### config.mk
export PLATFORM = sky130hd
export DESIGN_NAME = rrc_sqrt_pipe
export DESIGN_NICKNAME = d
export VERILOG_FILES = /design/src/rrc_pkg.sv /design/src/rrc_sqrt_pipe.sv
export SDC_FILE = /design/constraint.sdc
export NUM_CORES = 2
export LEC_CHECK = 0
export BUFFER_PORTS_ARGS = -buffer_cell sky130_fd_sc_hd__buf_2
export CAP_MARGIN = 5
export CORE_ASPECT_RATIO = 0.8
export CORE_UTILIZATION = 35
export CTS_BUF_LIST = sky130_fd_sc_hd__clkbuf_8
export DETAILED_ROUTE_END_ITERATION = 10
export PLACE_DENSITY = 0.58
export SLEW_MARGIN = 20
export SYNTH_ARGS = -nofsm -noshare
export SYNTH_HDL_FRONTEND = slang
export SYNTH_MEMORY_MAX_BITS = 65536
export SYNTH_SLANG_ARGS = --single-unit
### constraint.sdc
create_clock -name clk -period 10.01 [get_ports clk]
set_input_delay 0.5005 -clock clk [delete_from_list [all_inputs] [get_ports clk]]
set_output_delay 0.5005 -clock clk [all_outputs]
set_load 0.02 [all_outputs]
### src/rrc_pkg.sv
// ---------------------------------------------------------------------------
// rrc_pkg
// Shared types and constants of the rounded rectangle coverage pipeline.
// ---------------------------------------------------------------------------
package rrc_pkg;

  localparam int DIM_W = 31;
  localparam int ROOT_W = 32;
  localparam int QUO_W = 16;
  localparam logic [16:0] COV_ONE = 17'd65536;

  localparam logic [2:0] REG_HALF_WIDTH = 3'd0;
  localparam logic [2:0] REG_HALF_HEIGHT = 3'd1;
  localparam logic [2:0] REG_CORNER_RADIUS = 3'd2;
  localparam logic [2:0] REG_TRANSITION_WIDTH = 3'd3;
  localparam logic [2:0] REG_ROT_COS = 3'd4;
  localparam logic [2:0] REG_ROT_SIN = 3'd5;

  typedef enum logic [1:0] {
    MODE_ZERO,
    MODE_FULL,
    MODE_RAMP,
    MODE_CORNER
  } cov_mode_t;

  typedef struct packed {
    cov_mode_t        mode;
    logic [DIM_W-1:0] e;
  } side_t;

endpackage

### src/rrc_sqrt_pipe.sv
// ---------------------------------------------------------------------------
// rrc_sqrt_pipe
// Integer square root of a 64 bit value, one root bit per register stage.
// ---------------------------------------------------------------------------
module rrc_sqrt_pipe import rrc_pkg::*; (
  input  logic              clk,
  input  logic              rst_n,
  input  logic              en,
  input  logic              in_vld,
  input  side_t             side_in,
  input  logic [63:0]       rad_in,
  output logic              out_vld,
  output side_t             side_out,
  output logic [ROOT_W-1:0] root_out
);

  localparam int STEPS = ROOT_W;

  logic              vld_r  [0:STEPS-1];
  side_t             side_r [0:STEPS-1];
  logic [63:0]       rem_r  [0:STEPS-1];
  logic [ROOT_W-1:0] root_r [0:STEPS-1];

  for (genvar i = 0; i < STEPS; i++) begin : g_st
    localparam int B = STEPS - 1 - i;
    logic              vld_i;
    side_t             side_i;
    logic [63:0]       rem_i;
    logic [ROOT_W-1:0] root_i;
    logic [65:0]       trial;
    logic              take;

    if (i == 0) begin : g_src
      assign vld_i  = in_vld;
      assign side_i = side_in;
      assign rem_i  = rad_in;
      assign root_i = '0;
    end else begin : g_chain
      assign vld_i  = vld_r[i-1];
      assign side_i = side_r[i-1];
      assign rem_i  = rem_r[i-1];
      assign root_i = root_r[i-1];
    end

    // (root + 2^B)^2 - root^2
    assign trial = ({34'd0, root_i} << (B + 1)) + (66'd1 << (2 * B));
    assign take  = {2'b00, rem_i} >= trial;

    always_ff @(posedge clk) begin
      if (!rst_n) begin
        vld_r[i] <= 1'b0;
      end else if (en) begin
        vld_r[i] <= vld_i;
      end
    end

    always_ff @(posedge clk) begin
      if (en) begin
        side_r[i] <= side_i;
        rem_r[i]  <= take ? (rem_i - trial[63:0]) : rem_i;
        root_r[i] <= take ? (root_i | (ROOT_W'(1) << B)) : root_i;
      end
    end
  end

  assign out_vld  = vld_r[STEPS-1];
  assign side_out = side_r[STEPS-1];
  assign root_out = root_r[STEPS-1];

endmodule

==> flow_summary.json <==
{
  "outcome": "finished clean",
  "yosysTopAreaCell": "edfxtp_1",
  "period_share_pct": 47.6,
  "grt_pass1_vias": 85700,
  "synthAdderAreaFrac_pct": 4.52,
  "synthCells": 10900,
  "antenna_found_initial": 21,
  "cp_max_fo": 6,
  "clk_latency_ps": 1200,
  "clock-sinks": 3600,
  "drt_iter0_markers": 9438,
  "grt_pass1_wl_um": 526000,
  "gr-total-overflow": 0,
  "postRouteAntennaNets": 0,
  "worstPathRequired_ps": 10940,
  "die_h_um": 596,
  "portBuffers": 166,
  "synth_top_family_by_area": "simple AND/OR/NAND/NOR gates",
  "synth_warnings": 0,
  "multi_input_area_sq_mm": 0.0428,
  "avgViaCountPerCell": 5.03,
  "timing.setup.tns_ps": 0,
  "slew_headroom_pct": 9.84,
  "fmax_mhz": 210,
  "synthTopCellsByArea": "edfxtp_1, ha_1, xnor2_1",
  "grt_use_total_pct": 15.3,
  "power_density_mw_per_mm2": 224,
  "finalWorstSetupSlack_ps": 5250,
  "placed_area_sq_mm": 0.162,
  "cts-htree-levels": 6,
  "wl_um": 349000,
  "fp.dieW_um": 744,
  "clockBufferDepth": 4,
  "synth_simple_gate_area_share_pct": 9.84,
  "synth_xor_area_share_pct": 5.02,
  "core_area_sq_mm": 0.438,
  "ir_drop_v": 0.000125,
  "dp_hpwl_um": 244000,
  "rsz0062_at_grt": "no",
  "drcViolationCount": 0,
  "synth_edf_count": 3599,
  "maxCapViolations": 0,
  "synth.cell_area_sq_mm": 0.154,
  "place_worst_setup_slack_ps": 5560,
  "dr.pass1.iters": 5,
  "crit_path_end_kind": "flip-flop",
  "grt_max_degree": 182,
  "drive_above_1_share_pct": 9.79,
  "layout_commonest_cell": "edfxtp_1",
  "muxShareOfSynthArea_pct": 0.808,
  "layout-area-overhead-vs-synth_pct": 13.9,
  "hold_viol": 0,
  "avgSynthCellArea_sq_um": 14.2,
  "worst-slew-pin-transition_ps": 1340,
  "worstPathArrival_ps": 5690,
  "slew_violations": 0,
  "final_area_sq_mm": 0.176,
  "ys_async_sr_fraction_pct": 0,
  "synth.top_cell.area_share_pct": 70.0,
  "synthesis.nets": 11500,
  "start_util_pct": 35.2,
  "root_buffer": "clkbuf_8",
  "layout_common_cells": "edfxtp_1, inv_1, nand2_1",
  "criticalPathCategory": "flip-flop to flip-flop",
  "die-area_sq_mm": 0.444,
  "clk_pin_slew_ps": 70,
  "wire_per_inst_um": 19.4,
  "fillers": 40500,
  "via_count": 90200,
  "synth-compound-area-share_pct": 7.47,
  "hold_class": "flip-flop to flip-flop",
  "total_leakage_power_uw": 0.0643,
  "synth-seq-area-share_pct": 70.1,
  "row_count": 217,
  "cts_resized": 0,
  "fin_nets": 12300,
  "finalCriticalPeriod_ps": 4760,
  "synth_cell_type_count": 94,
  "yosys_register_bits": 3600,
  "cp-start-kind": "flip-flop",
  "ys.flop_type": "edfxtp_1",
  "place_congestion": 0.888,
  "cts_buffers": 590,
  "cts_tree": "yes",
  "fin_worst_skew_ps": 98.6,
  "final-seq-area_sq_mm": 0.108,
  "finalSetupViolCount": 0,
  "io_pins": 167
}
[through the flow]
stage               hold WS [ps]  util, %  total power, uW  instances
CTS                          171     40.1            39800      17900
global placement             400     37.1            26900      16700
floorplan                    400        -            24500      10900
global route                 283     40.1            41400      17900
detailed placement           405     37.1            26900      16700
finish                       360     40.1            39400      17900
[routing by layer]
metal,vias up,GRT usage (%),part of all wire (%)
met3,601,3.56,8.4
met4,12,3.88,2.3
met5,-,0,0.026
met1,43700,24.4,50
li1,42900,-,-
met2,3021,20.4,39
[Yosys cell counts (all sizes together), types with 10 or more instances]
library cell and number:
a2111oi 16, a211oi 44, a21boi 24, a21o 233, a21oi 582, a31o 13
a31oi 51, and2 27, and3 73, and4 18, buf 45, clkbuf 167
edfxtp 3599, ha 558, inv 708, mux2 101, mux2i 11, nand2 659
nand2b 104, nand3 192, nand3b 35, nand4 173, nand4b 27, nor2 624
nor2b 68, nor3 268, nor3b 15, nor4 376, nor4b 61, o2111ai 17
o211ai 56, o21a 113, o21ai 458, o21bai 56, o221ai 10, o22ai 13
o31a 12, o31ai 37, o41ai 14, or2 29, or3 93, or4 57
xnor2 488, xor2 396
[flip-flops by register name (all words and copies together), names as in the netlist]
name    count
root_r    528
vld_r      32
side_r   1056
rem_r    1984
[report_power, final]
part	internal (uW)	switching (uW)
clock	6500	6060
sequential	18700	1320
combinational	2740	4080
[cell type report]
type                       count  area share [%]
tap                         5803            4.13
timing repair buffer         437            2.03
clock inverter               444            1.74
sequential                  3600            61.5
clock buffer                 599            4.69
multi-input combinational   6338            24.4
antenna                       10          0.0142
inverter                     708            1.51
[worst paths after layout]
check	start	endpoint	slack (ps)	depth (start not counted)
worst max register to register	rem_r[5][208]	rem_r[6][55]	5250	10
worst max-delay path	rem_r[5][208]	rem_r[6][55]	5250	10
worst min register to register	root_r[26][17]	root_r[27][17]	360	0
worst min-delay path	root_r[26][17]	root_r[27][17]	360	0
[logic make-up after synthesis]
logic type               count (synthesis)
AO/OA/AOI/OAI                         1850
buffers and inverters                  920
flip-flops                            3600
multiplexers                           112
AND/OR/NAND/NOR                       2934
XOR/XNOR                               884
adder cells (fa/ha/maj)                558
[what timing repair did]
action,CTS,global route
hold endpoints to repair,258,0
hold buffers,197,0
buffers inserted,0,0
[worst max-delay path, stage by stage (launching register included)]
cell and delay, ps:
edfxtp_1 400, ha_1 360, o21a_1 150, nor4_1 190, a21oi_1 140, a311oi_1 1090, o221ai_1 600, a41o_1 440
a32oi_1 740, nand4b_1 210, xnor2_1 170
(Power assumes the default switching activity.)
